## config.mk

```make
export PLATFORM = sky130hd
export DESIGN_NAME = lock_table_manager
export DESIGN_NICKNAME = d
export VERILOG_FILES = /design/src/hdl/ltm_pkg.sv /design/src/hdl/ltm_ram.sv /design/src/hdl/ltm_ctrl.sv /design/src/hdl/ltm_datapath.sv /design/src/hdl/lock_table_manager.sv
export SDC_FILE = /design/constraint.sdc
export NUM_CORES = 2
export LEC_CHECK = 0
export BUFFER_PORTS_ARGS = -buffer_cell sky130_fd_sc_hd__clkbuf_2
export CAP_MARGIN = 0
export CORE_UTILIZATION = 45
export CTS_CLUSTER_DIAMETER = 30
export DETAILED_ROUTE_END_ITERATION = 10
export GPL_TIMING_DRIVEN = 0
export PLACE_DENSITY = 0.65
export SKIP_LAST_GASP = 1
export SLEW_MARGIN = 10
export SYNTH_ARGS = -nofsm -noshare
export SYNTH_HDL_FRONTEND = slang
export SYNTH_SLANG_ARGS = --single-unit
```

## constraint.sdc

```tcl
create_clock -name clk -period 13.3 [get_ports clk]
set_clock_uncertainty 0.1 [all_clocks]
set_input_delay 1.995 -clock clk [delete_from_list [all_inputs] [get_ports clk]]
set_output_delay 1.995 -clock clk [all_outputs]
set_load 0.02 [all_outputs]
```

## src/hdl/ltm_pkg.sv

```systemverilog
// Shared types, constants and helper functions of the lock table manager.
package ltm_pkg;

    localparam int KEY_SLOTS   = 8;
    localparam int QUEUE_DEPTH = 8;
    localparam int SLOT_W      = (KEY_SLOTS > 1) ? $clog2(KEY_SLOTS) : 1;
    localparam int QIDX_W      = $clog2(QUEUE_DEPTH);
    localparam int CNT_W       = $clog2(QUEUE_DEPTH + 1);
    localparam int ENTRY_W     = 15;
    localparam int ROW_W       = QUEUE_DEPTH * ENTRY_W;
    localparam logic [2:0] MODE_MAX = 3'd6;

    typedef logic [2:0] lmode_t;

    typedef enum logic [1:0] {
        OP_LOCK       = 2'd0,
        OP_UNLOCK     = 2'd1,
        OP_UNLOCK_ALL = 2'd2,
        OP_NONE       = 2'd3
    } op_t;

    typedef enum logic [3:0] {
        K_GRANTED        = 4'd0,
        K_QUEUED         = 4'd1,
        K_CONV_PENDING   = 4'd2,
        K_WAITER_GRANTED = 4'd3,
        K_CONV_GRANTED   = 4'd4,
        K_DONE           = 4'd5,
        K_NOT_FOUND      = 4'd6,
        K_TABLE_FULL     = 4'd7,
        K_QUEUE_FULL     = 4'd8
    } kind_t;

    typedef enum logic [4:0] {
        C_NONE, C_CAPTURE, C_SELECT, C_SCAN_START, C_NEXT_SLOT, C_READ, C_LOAD,
        C_LOCK, C_WB, C_SHIFT, C_CONV, C_WSTART, C_WSKIP, C_WGRANT, C_REL_END,
        C_TFULL, C_NOTFOUND, C_DONE, C_FINAL
    } cmd_t;

    typedef enum logic [3:0] {
        ST_IDLE, ST_DISPATCH, ST_LOOKUP, ST_LOAD, ST_LOCK, ST_WB, ST_FIND,
        ST_CONV, ST_WAKE, ST_REL_END, ST_SCAN, ST_NEXT, ST_DONE, ST_FINAL
    } state_t;

    typedef enum logic [1:0] {
        W_END, W_SKIP, W_GRANT
    } wake_t;

    typedef struct packed {
        op_t   op;
        logic  out_free;
        logic  hit_any;
        logic  slot_valid;
        logic  slot_last;
        logic  fg_any;
        logic  conv_any;
        logic  cand_any;
        wake_t wake;
    } stat_t;

    function automatic logic compat(input lmode_t req, input lmode_t held);
        logic [6:0] row;
        row = 7'b0000000;
        case (req)
            3'd0:    row = 7'b1111111;
            3'd1:    row = 7'b0011111;
            3'd2:    row = 7'b0000111;
            3'd3:    row = 7'b0001011;
            3'd4:    row = 7'b0000011;
            3'd5:    row = 7'b0001001;
            3'd6:    row = 7'b0000001;
            default: row = 7'b0000000;
        endcase
        if (held > MODE_MAX)
            return 1'b0;
        return row[held];
    endfunction

    function automatic lmode_t mmax(input lmode_t a, input lmode_t b);
        return (a > b) ? a : b;
    endfunction

endpackage

```

## src/hdl/ltm_ram.sv

```systemverilog
// Generic single-port-write, registered-read RAM.
module ltm_ram #(
    parameter int WIDTH = 8,
    parameter int DEPTH = 8
) (
    input  logic                                         clk,
    input  logic                                         wr_en,
    input  logic [((DEPTH > 1) ? $clog2(DEPTH) : 1)-1:0] wr_addr,
    input  logic [WIDTH-1:0]                             wr_data,
    input  logic                                         rd_en,
    input  logic [((DEPTH > 1) ? $clog2(DEPTH) : 1)-1:0] rd_addr,
    output logic [WIDTH-1:0]                             rd_data
);
    logic [WIDTH-1:0] mem [DEPTH];
    logic [WIDTH-1:0] rd_data_reg;

    always_ff @(posedge clk)
    begin
        if (wr_en)
        begin
            mem[wr_addr] <= wr_data;
        end
        if (rd_en)
        begin
            rd_data_reg <= mem[rd_addr];
        end
    end

    assign rd_data = rd_data_reg;
endmodule

```

## src/hdl/ltm_ctrl.sv

```systemverilog
// Controller state machine that sequences lookups, queue updates and releases.
module ltm_ctrl (
    input  logic          clk,
    input  logic          rst_n,
    input  logic          in_valid,
    input  ltm_pkg::stat_t stat,
    output ltm_pkg::cmd_t  cmd,
    output logic          in_ready
);
    import ltm_pkg::*;

    state_t state_reg;
    state_t state_next;

    always_ff @(posedge clk or negedge rst_n)
    begin
        if (!rst_n)
        begin
            state_reg <= ST_IDLE;
        end
        else
        begin
            state_reg <= state_next;
        end
    end

    always_comb
    begin
        state_next = state_reg;
        cmd        = C_NONE;
        in_ready   = 1'b0;
        case (state_reg)
            ST_IDLE:
            begin
                in_ready = 1'b1;
                if (in_valid)
                begin
                    cmd        = C_CAPTURE;
                    state_next = ST_DISPATCH;
                end
            end
            ST_DISPATCH:
            begin
                case (stat.op)
                    OP_LOCK, OP_UNLOCK: state_next = ST_LOOKUP;
                    OP_UNLOCK_ALL:
                    begin
                        cmd        = C_SCAN_START;
                        state_next = ST_SCAN;
                    end
                    default: state_next = ST_IDLE;
                endcase
            end
            ST_LOOKUP:
            begin
                if (stat.hit_any)
                begin
                    cmd        = C_SELECT;
                    state_next = ST_LOAD;
                end
                else if (stat.out_free)
                begin
                    cmd        = (stat.op == OP_LOCK) ? C_TFULL : C_NOTFOUND;
                    state_next = ST_IDLE;
                end
            end
            ST_LOAD:
            begin
                cmd        = C_LOAD;
                state_next = (stat.op == OP_LOCK) ? ST_LOCK : ST_FIND;
            end
            ST_LOCK:
            begin
                if (stat.out_free)
                begin
                    cmd        = C_LOCK;
                    state_next = ST_WB;
                end
            end
            ST_WB:
            begin
                cmd        = C_WB;
                state_next = ST_IDLE;
            end
            ST_FIND:
            begin
                if (stat.fg_any)
                begin
                    cmd        = C_SHIFT;
                    state_next = ST_CONV;
                end
                else if (stat.op != OP_UNLOCK)
                begin
                    state_next = ST_NEXT;
                end
                else if (stat.out_free)
                begin
                    cmd        = C_NOTFOUND;
                    state_next = ST_IDLE;
                end
            end
            ST_CONV:
            begin
                if (!stat.conv_any)
                begin
                    cmd        = C_WSTART;
                    state_next = ST_WAKE;
                end
                else if (!stat.cand_any || stat.out_free)
                begin
                    cmd        = C_CONV;
                    state_next = ST_REL_END;
                end
            end
            ST_WAKE:
            begin
                case (stat.wake)
                    W_SKIP:  cmd = C_WSKIP;
                    W_GRANT:
                    begin
                        if (stat.out_free)
                        begin
                            cmd = C_WGRANT;
                        end
                    end
                    default: state_next = ST_REL_END;
                endcase
            end
            ST_REL_END:
            begin
                cmd        = C_REL_END;
                state_next = (stat.op == OP_UNLOCK) ? ST_DONE : ST_NEXT;
            end
            ST_DONE:
            begin
                if (stat.out_free)
                begin
                    cmd        = C_DONE;
                    state_next = ST_IDLE;
                end
            end
            ST_SCAN:
            begin
                if (stat.slot_valid)
                begin
                    cmd        = C_READ;
                    state_next = ST_LOAD;
                end
                else
                begin
                    state_next = ST_NEXT;
                end
            end
            ST_NEXT:
            begin
                if (stat.slot_last)
                begin
                    state_next = ST_FINAL;
                end
                else
                begin
                    cmd        = C_NEXT_SLOT;
                    state_next = ST_SCAN;
                end
            end
            ST_FINAL:
            begin
                if (stat.out_free)
                begin
                    cmd        = C_FINAL;
                    state_next = ST_IDLE;
                end
            end
            default: state_next = ST_IDLE;
        endcase
    end
endmodule

```

## src/hdl/ltm_datapath.sv

```systemverilog
// Datapath: slot tables, queue row buffer, row memory and result register.
module ltm_datapath (
    input  logic           clk,
    input  logic           rst_n,
    input  ltm_pkg::cmd_t  cmd,
    output ltm_pkg::stat_t stat,
    input  logic [47:0]    in_data,
    input  logic [1:0]     in_user,
    output logic           out_valid,
    input  logic           out_ready,
    output logic [47:0]    out_data,
    output logic [3:0]     out_user,
    output logic           out_last
);
    import ltm_pkg::*;

    op_t               op_reg;
    logic [31:0]       key_reg;
    logic [7:0]        tx_reg;
    lmode_t            m_reg;
    logic [SLOT_W-1:0] slot_reg;

    logic [KEY_SLOTS-1:0] valid_reg;
    logic [KEY_SLOTS-1:0] wait_reg;
    logic [31:0]          key_tab [KEY_SLOTS];
    lmode_t               group_tab [KEY_SLOTS];
    logic [CNT_W-1:0]     cnt_tab [KEY_SLOTS];

    logic [7:0]             b_tx [QUEUE_DEPTH];
    lmode_t                 b_mode [QUEUE_DEPTH];
    lmode_t                 b_conv [QUEUE_DEPTH];
    logic [QUEUE_DEPTH-1:0] b_gr;
    logic [CNT_W-1:0]       cnt_w;
    logic [CNT_W-1:0]       idx_reg;
    lmode_t                 g_reg;

    logic        out_valid_reg;
    kind_t       out_kind_reg;
    logic [31:0] out_key_reg;
    logic [7:0]  out_tx_reg;
    lmode_t      out_mode_reg;
    logic        out_last_reg;

    logic              match_any, free_any, hit_any;
    logic [SLOT_W-1:0] match_idx, free_idx, sel_slot;

    logic [QUEUE_DEPTH-1:0] in_q, hit_oh, fg_oh, cand_oh, shift_m;
    lmode_t                 gmax_excl [QUEUE_DEPTH];
    lmode_t                 gmax_all;
    logic                   h_any, fg_any, cand_any, conv_any, wait_any;
    lmode_t                 h_mode, h_conv, h_excl, c_conv;
    logic                   h_gr;
    logic [7:0]             c_tx;
    logic [QIDX_W-1:0]      wi;
    wake_t                  wake;
    logic                   q_full, grant_new, conv_ok;
    logic [ROW_W-1:0]       row_wr, row_rd;

    logic        emit;
    kind_t       e_kind;
    logic [31:0] e_key;
    logic [7:0]  e_tx;
    lmode_t      e_mode;
    logic        e_last;
    logic        out_free;

    always_comb
    begin
        match_any = 1'b0;
        match_idx = '0;
        free_any  = 1'b0;
        free_idx  = '0;
        for (int s = KEY_SLOTS - 1; s >= 0; s--)
        begin
            if (valid_reg[s] && key_tab[s] == key_reg)
            begin
                match_any = 1'b1;
                match_idx = SLOT_W'(s);
            end
            if (!valid_reg[s] || cnt_tab[s] == '0)
            begin
                free_any = 1'b1;
                free_idx = SLOT_W'(s);
            end
        end
        hit_any  = match_any || (op_reg == OP_LOCK && free_any);
        sel_slot = match_any ? match_idx : free_idx;
    end

    always_comb
    begin
        logic fh, ff, fc;
        fh       = 1'b0;
        ff       = 1'b0;
        fc       = 1'b0;
        gmax_all = '0;
        conv_any = 1'b0;
        wait_any = 1'b0;
        h_mode   = '0;
        h_conv   = '0;
        h_excl   = '0;
        h_gr     = 1'b0;
        c_conv   = '0;
        c_tx     = '0;
        for (int i = 0; i < QUEUE_DEPTH; i++)
        begin
            in_q[i] = CNT_W'(i) < cnt_w;
            gmax_excl[i] = '0;
            for (int j = 0; j < QUEUE_DEPTH; j++)
            begin
                if (j != i && in_q[i] && CNT_W'(j) < cnt_w && b_gr[j])
                begin
                    gmax_excl[i] = mmax(gmax_excl[i], b_mode[j]);
                end
            end
        end
        for (int i = 0; i < QUEUE_DEPTH; i++)
        begin
            if (in_q[i] && b_gr[i])
            begin
                gmax_all = mmax(gmax_all, b_mode[i]);
            end
            if (in_q[i] && b_gr[i] && b_conv[i] != '0)
            begin
                conv_any = 1'b1;
            end
            if (in_q[i] && (!b_gr[i] || b_conv[i] != '0))
            begin
                wait_any = 1'b1;
            end
            hit_oh[i]  = in_q[i] && b_tx[i] == tx_reg && !fh;
            fh         = fh || (in_q[i] && b_tx[i] == tx_reg);
            fg_oh[i]   = in_q[i] && b_gr[i] && b_tx[i] == tx_reg && !ff;
            ff         = ff || (in_q[i] && b_gr[i] && b_tx[i] == tx_reg);
            cand_oh[i] = in_q[i] && b_gr[i] && b_conv[i] != '0
                         && compat(b_conv[i], gmax_excl[i]) && !fc;
            fc         = fc || (in_q[i] && b_gr[i] && b_conv[i] != '0
                         && compat(b_conv[i], gmax_excl[i]));
            shift_m[i] = fg_oh[i] || ((i > 0) ? shift_m[(i > 0) ? i - 1 : 0] : 1'b0);
            if (hit_oh[i])
            begin
                h_mode = b_mode[i];
                h_conv = b_conv[i];
                h_excl = gmax_excl[i];
                h_gr   = b_gr[i];
            end
            if (cand_oh[i])
            begin
                c_conv = b_conv[i];
                c_tx   = b_tx[i];
            end
        end
        h_any    = fh;
        fg_any   = ff;
        cand_any = fc;
    end

    assign wi        = idx_reg[QIDX_W-1:0];
    assign q_full    = cnt_w >= CNT_W'(QUEUE_DEPTH);
    assign conv_ok   = compat(m_reg, h_excl);
    assign grant_new = cnt_w == '0
                       || (!wait_reg[slot_reg] && compat(m_reg, group_tab[slot_reg]));

    always_comb
    begin
        if (idx_reg >= cnt_w)
        begin
            wake = W_END;
        end
        else if (b_gr[wi])
        begin
            wake = W_SKIP;
        end
        else if (compat(b_mode[wi], g_reg))
        begin
            wake = W_GRANT;
        end
        else
        begin
            wake = W_END;
        end
    end

    assign out_free = !out_valid_reg || out_ready;

    always_comb
    begin
        stat.op         = op_reg;
        stat.out_free   = out_free;
        stat.hit_any    = hit_any;
        stat.slot_valid = valid_reg[slot_reg];
        stat.slot_last  = slot_reg == SLOT_W'(KEY_SLOTS - 1);
        stat.fg_any     = fg_any;
        stat.conv_any   = conv_any;
        stat.cand_any   = cand_any;
        stat.wake       = wake;
    end

    always_comb
    begin
        emit   = 1'b1;
        e_kind = K_DONE;
        e_key  = key_reg;
        e_tx   = tx_reg;
        e_mode = '0;
        e_last = 1'b1;
        case (cmd)
            C_TFULL:    e_kind = K_TABLE_FULL;
            C_NOTFOUND: e_kind = K_NOT_FOUND;
            C_DONE:     e_kind = K_DONE;
            C_FINAL:    e_key  = '0;
            C_LOCK:
            begin
                if (h_any)
                begin
                    if (!h_gr)
                    begin
                        e_kind = K_QUEUED;
                        e_mode = h_mode;
                    end
                    else if (h_mode >= m_reg)
                    begin
                        e_kind = K_GRANTED;
                        e_mode = h_mode;
                    end
                    else if (conv_ok)
                    begin
                        e_kind = K_GRANTED;
                        e_mode = m_reg;
                    end
                    else
                    begin
                        e_kind = K_CONV_PENDING;
                        e_mode = h_mode;
                    end
                end
                else if (q_full)
                begin
                    e_kind = K_QUEUE_FULL;
                end
                else
                begin
                    e_kind = grant_new ? K_GRANTED : K_QUEUED;
                    e_mode = m_reg;
                end
            end
            C_CONV:
            begin
                emit   = cand_any;
                e_kind = K_CONV_GRANTED;
                e_key  = key_tab[slot_reg];
                e_tx   = c_tx;
                e_mode = c_conv;
                e_last = 1'b0;
            end
            C_WGRANT:
            begin
                e_kind = K_WAITER_GRANTED;
                e_key  = key_tab[slot_reg];
                e_tx   = b_tx[wi];
                e_mode = b_mode[wi];
                e_last = 1'b0;
            end
            default: emit = 1'b0;
        endcase
    end

    always_comb
    begin
        for (int i = 0; i < QUEUE_DEPTH; i++)
        begin
            row_wr[i*ENTRY_W +: ENTRY_W] = {b_gr[i], b_conv[i], b_mode[i], b_tx[i]};
        end
    end

    ltm_ram #(
        .WIDTH(ROW_W),
        .DEPTH(KEY_SLOTS)
    ) u_row_ram (
        .clk     (clk),
        .wr_en   (cmd == C_WB || cmd == C_REL_END),
        .wr_addr (slot_reg),
        .wr_data (row_wr),
        .rd_en   (cmd == C_SELECT || cmd == C_READ),
        .rd_addr ((cmd == C_SELECT) ? sel_slot : slot_reg),
        .rd_data (row_rd)
    );

    always_ff @(posedge clk or negedge rst_n)
    begin
        if (!rst_n)
        begin
            valid_reg     <= '0;
            wait_reg      <= '0;
            out_valid_reg <= 1'b0;
            for (int s = 0; s < KEY_SLOTS; s++)
            begin
                group_tab[s] <= '0;
                cnt_tab[s]   <= '0;
            end
        end
        else
        begin
            if (emit)
            begin
                out_valid_reg <= 1'b1;
            end
            else if (out_ready)
            begin
                out_valid_reg <= 1'b0;
            end
            case (cmd)
                C_SELECT:
                begin
                    if (!match_any)
                    begin
                        valid_reg[sel_slot] <= 1'b1;
                        wait_reg[sel_slot]  <= 1'b0;
                        group_tab[sel_slot] <= '0;
                        cnt_tab[sel_slot]   <= '0;
                    end
                end
                C_LOCK:
                begin
                    if (h_any)
                    begin
                        if (h_gr && h_mode < m_reg)
                        begin
                            if (conv_ok)
                            begin
                                group_tab[slot_reg] <= mmax(group_tab[slot_reg], m_reg);
                            end
                            else
                            begin
                                wait_reg[slot_reg] <= 1'b1;
                            end
                        end
                    end
                    else if (!q_full)
                    begin
                        cnt_tab[slot_reg] <= cnt_w + CNT_W'(1);
                        if (grant_new)
                        begin
                            group_tab[slot_reg] <= (cnt_w == '0) ? m_reg
                                                   : mmax(group_tab[slot_reg], m_reg);
                        end
                        else
                        begin
                            wait_reg[slot_reg] <= 1'b1;
                        end
                    end
                end
                C_REL_END:
                begin
                    group_tab[slot_reg] <= g_reg;
                    wait_reg[slot_reg]  <= wait_any;
                    cnt_tab[slot_reg]   <= cnt_w;
                end
                default:
                begin
                end
            endcase
        end
    end

    always_ff @(posedge clk)
    begin
        if (emit)
        begin
            out_kind_reg <= e_kind;
            out_key_reg  <= e_key;
            out_tx_reg   <= e_tx;
            out_mode_reg <= e_mode;
            out_last_reg <= e_last;
        end
        case (cmd)
            C_CAPTURE:
            begin
                op_reg  <= op_t'(in_user);
                key_reg <= in_data[31:0];
                tx_reg  <= in_data[39:32];
                m_reg   <= (in_data[42:40] > MODE_MAX) ? MODE_MAX : in_data[42:40];
            end
            C_SELECT:
            begin
                slot_reg <= sel_slot;
                if (!match_any)
                begin
                    key_tab[sel_slot] <= key_reg;
                end
            end
            C_SCAN_START: slot_reg <= '0;
            C_NEXT_SLOT:  slot_reg <= slot_reg + SLOT_W'(1);
            C_LOAD:
            begin
                cnt_w <= cnt_tab[slot_reg];
                for (int i = 0; i < QUEUE_DEPTH; i++)
                begin
                    {b_gr[i], b_conv[i], b_mode[i], b_tx[i]} <= row_rd[i*ENTRY_W +: ENTRY_W];
                end
            end
            C_LOCK:
            begin
                for (int i = 0; i < QUEUE_DEPTH; i++)
                begin
                    if (h_any)
                    begin
                        if (hit_oh[i] && h_gr && h_mode < m_reg)
                        begin
                            if (conv_ok)
                            begin
                                b_mode[i] <= m_reg;
                            end
                            else
                            begin
                                b_conv[i] <= mmax(h_conv, m_reg);
                            end
                        end
                    end
                    else if (!q_full && CNT_W'(i) == cnt_w)
                    begin
                        b_tx[i]   <= tx_reg;
                        b_mode[i] <= m_reg;
                        b_conv[i] <= '0;
                        b_gr[i]   <= grant_new;
                    end
                end
            end
            C_SHIFT:
            begin
                cnt_w <= cnt_w - CNT_W'(1);
                for (int i = 0; i < QUEUE_DEPTH - 1; i++)
                begin
                    if (shift_m[i])
                    begin
                        b_tx[i]   <= b_tx[i+1];
                        b_mode[i] <= b_mode[i+1];
                        b_conv[i] <= b_conv[i+1];
                        b_gr[i]   <= b_gr[i+1];
                    end
                end
            end
            C_CONV:
            begin
                g_reg <= cand_any ? mmax(gmax_all, c_conv) : gmax_all;
                for (int i = 0; i < QUEUE_DEPTH; i++)
                begin
                    if (cand_oh[i])
                    begin
                        b_mode[i] <= b_conv[i];
                        b_conv[i] <= '0;
                    end
                end
            end
            C_WSTART:
            begin
                g_reg   <= gmax_all;
                idx_reg <= '0;
            end
            C_WSKIP: idx_reg <= idx_reg + CNT_W'(1);
            C_WGRANT:
            begin
                b_gr[wi] <= 1'b1;
                g_reg    <= mmax(g_reg, b_mode[wi]);
                idx_reg  <= idx_reg + CNT_W'(1);
            end
            default:
            begin
            end
        endcase
    end

    assign out_valid = out_valid_reg;
    assign out_data  = {5'b0, out_mode_reg, out_tx_reg, out_key_reg};
    assign out_user  = out_kind_reg;
    assign out_last  = out_last_reg;
endmodule

```

## src/hdl/lock_table_manager.sv

```systemverilog
// Top level of the lock table manager: controller plus datapath.
// Each item is a lock, unlock or unlock-all request and yields one or more
// result items, the final one marked by tlast; an item with no operation
// yields none. A lock passes through dispatch, slot lookup, row read, update
// and write-back, and a lock that finds the table full ends after the lookup.
// An unlock releases the entry and then grants a pending conversion or wakes
// waiters, walking the queue; an unlock whose entry is not found ends early.
// An unlock-all dispatches, visits every slot, releases the entries it holds
// in valid slots, and ends with the final done. The pace is set by the single
// row memory that holds every slot's queue and by the walk of one queue entry
// per cycle while results are taken. A result that is not taken stalls the
// block until it is.
module lock_table_manager (
    input  logic        clk,
    input  logic        rst_n,
    input  logic        s_axis_tvalid,
    output logic        s_axis_tready,
    input  logic [47:0] s_axis_tdata,   // key[31:0], txid[39:32], req_mode[42:40]
    input  logic [1:0]  s_axis_tuser,   // op
    output logic        m_axis_tvalid,
    input  logic        m_axis_tready,
    output logic [47:0] m_axis_tdata,   // key_res[31:0], txid_res[39:32], held_mode[42:40]
    output logic [3:0]  m_axis_tuser,   // kind
    output logic        m_axis_tlast
);
    import ltm_pkg::*;

    cmd_t  cmd;
    stat_t stat;

    ltm_ctrl u_ctrl (
        .clk      (clk),
        .rst_n    (rst_n),
        .in_valid (s_axis_tvalid),
        .stat     (stat),
        .cmd      (cmd),
        .in_ready (s_axis_tready)
    );

    ltm_datapath u_datapath (
        .clk       (clk),
        .rst_n     (rst_n),
        .cmd       (cmd),
        .stat      (stat),
        .in_data   (s_axis_tdata),
        .in_user   (s_axis_tuser),
        .out_valid (m_axis_tvalid),
        .out_ready (m_axis_tready),
        .out_data  (m_axis_tdata),
        .out_user  (m_axis_tuser),
        .out_last  (m_axis_tlast)
    );
endmodule

```

==> metrics.md <==
| Metric | Value |
|---|---|
| Final min period | `13.20 ns` |
| GR Util All Layers | `~34%` |
| Largest stage delay, worst path | `a little over 1 ns` |
| Synthesis Warnings | `0` |
| Clock sink count | `1643` |
| Yosys cell types | `124` |
| DIE AREA | `0.1839 mm^2` |
| Pre-antenna DRT Iters | `6` |
| Tcrit/Tclk final | `99.22%` |
| Worst Path Max Fanout | `15` |
| Initial cell density of the core | `45.35%` |
| Post-synth EDFFs | `1563` |
| Layout cells sized above 1 | `17.63%` |
| Failing checks | `capacitance limit, slew limit` |
| Max-cap viol count | `3` |
| Final #Nets | `7196` |
| Clk pin slew, worst setup/hold paths | `0.05 ns` |
| Pleak | `35.44 nW` |
| Worst hold path class | `register to register` |
| Async set or reset register ratio after synthesis | `4.687%` |
| P per Cell Area | `~240 mW/mm^2` |
| Final Setup Violations | `0` |
| Leading cell type in the layout, fill and taps excluded | `edfxtp_1` |
| GP Congestion | `1.012` |
| Status | `finished, violations left` |
| Chip width | `428.8 um` |
| HPWL after DPL | `230300 um` |
| Crit path DAT | `13.77 ns` |
| Pins Over Slew Limit | `17` |
| Layout fillers | `14.76k` |
| Antenna violations before repair | `14` |
| Worst-case clock buffer depth | `4` |
| 1st-iter DRT viols | `about 8k` |
| CP Launch Type | `register` |
| Fmax | `75.78 MHz` |
| Vias in the first global route | `60.56k` |
| CTS tree | `built` |
| Max rail drop VDD | `0.1614 mV` |
| Core area | `0.1807 mm^2` |
| Most frequent cells in the layout | `edfxtp_1 (1563), a211oi_1 (391), a21oi_1 (367)` |
| CP Data Required Time | `roughly 14 ns` |
| Max FFs per register | `960` |
| Clk_lat worst skew | `0.97 ns` |
| Largest net degree at the start of global routing | `52` |
| CP bufs+invs | `8` |
| Final ANT Viol Nets | `0` |
| Placed cell count | `approximately 8.9k` |
| Area grow syn2layout | `21.73%` |
| First-pass GRT wire length | `447400 um` |
| Syn avg cell area | `12.89 um^2` |
| Via count | `62.77k` |
| Die height | `~430 um` |
| Worst-Margin Slew | `around 1.6 ns` |
| Crit path max-delay cell type | `clkinv_1` |
| Synth Cell Area | `between 0.08 and 0.09 mm^2` |
| IO Count | `109` |
| Final Hold Vio Count | `0` |
| Post-route DRC | `0` |
| Detailed Route WL | `321800 um` |
| TNS Setup | `0 ns` |
| Vias/cell | `about 6.5` |
| CP Capture Type | `register` |
| Synthesized flop and latch total | `1643` |
| CTS root buf | `clkbuf_16` |
| Hold slack | `about 0.39 ns` |
| Routed len/inst | `about 34 um` |
| Sequential share of the synthesized area | `just under 60%` |
| FP Rows | `156` |
| Synth Instances | `6360` |
| Final Non-Filler Cells | `between 9k and 10k` |
| H-tree lvl count | `5` |
| Critical setup path kind | `register to register` |
| IO buf count | `98` |
| Rel. slew slack | `-4.434%` |
| CTS Buf Count | `346` |
| Total grt overflow | `0` |
| CP delay by family, top | `compound AO/OA/AOI/OAI gates` |
| Ys flop type | `edfxtp_1` |
## layer usage
layer	GRT usage [%]	vias to the layer above	wire (um)
met2	52.17	3965	143900
met3	8.001	859	31550
li1	-	26322	-
met4	19.90	6	20500
met5	0	-	40
met1	44.48	31621	125800
## worst register-to-register path: cells and delay by family, from the launching register on
family,cells,cell delay (ns)
AOI/OAI and AO/OA,20,4.77
adders and majority gates,5,1.99
buffers and inverters,8,3.14
DFF,1,0.66
and+or+nand+nor,11,2.27
## stage by stage
step | total power, mW | worst slack (ns) | util (%) | area (um^2)
after CTS | 23.05 | 0.005716 | 54.67 | 98810
after global routing | 24.40 | -0.06217 | 55.19 | 99750
after detailed placement | 14.47 | -2.954 | 48.18 | 87090
final | 23.72 | 0.1037 | 55.20 | 99780
after floorplan | 11.51 | 1.961 | - | 81980
after global placement | 14.31 | -3.337 | 47.27 | 85440
## layout make-up
class,count,area (um^2),share of cell area [%]
Tap cell,2370,2965,2.972
Multi-Input combinational cell,4173,31870,31.94
Clock buffer,406,9020,9.040
Timing Repair Buffer,242,2501,2.507
Clock inverter,199,2173,2.178
Antenna cell,9,22.52,0.02257
Buffer,418,1819,1.823
Sequential cell,1643,48920,49.03
Inverter,127,480.5,0.4815
## worst paths after layout
kind	end	start	cells after the start	slack, ns
setup reg to reg	u_datapath.out_key_reg[31]$_DFFE_PP_	u_datapath.b_mode[13]$_DFFE_PP_	44	0.10
hold reg to reg	u_datapath.wait_reg[2]$_DFFE_PN0P_	u_datapath.wait_reg[2]$_DFFE_PN0P_	1	0.39
min in group asynchronous	u_datapath.cnt_tab[4]$_DFFE_PN0P_	rst_n	1	0.92
max in group asynchronous	u_datapath.group_tab[14]$_DFFE_PN0P_	rst_n	2	11.54
setup / recovery	u_datapath.out_key_reg[31]$_DFFE_PP_	u_datapath.b_mode[13]$_DFFE_PP_	44	0.10
hold / removal	u_datapath.wait_reg[2]$_DFFE_PN0P_	u_datapath.wait_reg[2]$_DFFE_PN0P_	1	0.39
## Yosys cell counts, types with 21 or more instances
cell type / instances / area share (%)
clkbuf_1: 282 / 1.3
o211ai_1: 41 / 0.38
a21o_1: 166 / 1.5
o21ai_1: 42 / 0.26
and3_1: 31 / 0.24
ha_1: 191 / 2.9
buf_1: 21 / 0.096
nor4_1: 62 / 0.47
nor3_1: 92 / 0.56
a21oi_1: 387 / 2.4
nand4_1: 79 / 0.60
inv_1: 119 / 0.54
buf_2: 101 / 0.62
nor2b_1: 273 / 2.1
o31ai_1: 30 / 0.27
mux4_2: 69 / 1.9
a22oi_1: 32 / 0.29
nand2_1: 310 / 1.4
a22o_1: 34 / 0.36
and2_1: 41 / 0.31
a32oi_1: 39 / 0.42
o22ai_1: 58 / 0.44
edfxtp_1: 1563 / 57
xnor2_1: 173 / 1.8
a31oi_1: 32 / 0.24
o21ai_0: 107 / 0.65
or2_2: 27 / 0.21
a211oi_1: 402 / 3.7
nand3_1: 120 / 0.73
nand3b_1: 47 / 0.43
a221o_1: 86 / 1.1
o2111ai_1: 32 / 0.34
mux2i_1: 312 / 3.8
nand2b_1: 46 / 0.35
a221oi_1: 29 / 0.31
dfrtp_1: 77 / 2.4
nor2_1: 256 / 1.2
mux2_2: 41 / 0.56
xor2_1: 139 / 1.5
a32o_1: 22 / 0.27
## power breakdown
group          internal, mW  switching (mW)
Clock                  5.53            2.77
Combinational          2.89            5.50
Sequential             6.42           0.617
## cells by family after synthesis
kind of cell    count (synthesis)  synth area share [%]
other cells                     1              0.004575
simple gates                 1488                 9.675
fa+ha+maj                     196                 2.977
mux                           422                 6.269
xor+xnor                      312                 3.334
compound gates               1750                 15.30
flops                        1643                 59.69
buf+inv                       548                 2.757
## timing repair
| action | 4_1_cts | 5_1_grt |
|---|---|---|
| hold buffers | 0 | 0 |
| endpoints found under the setup margin | 232 | 190 |
| pin swaps | 8 | 42 |
| gates resized for setup | 82 | 120 |
| setup buffers | 18 | 44 |
| gates cloned | 0 | 0 |
Power figures use the tool's default switching activity.
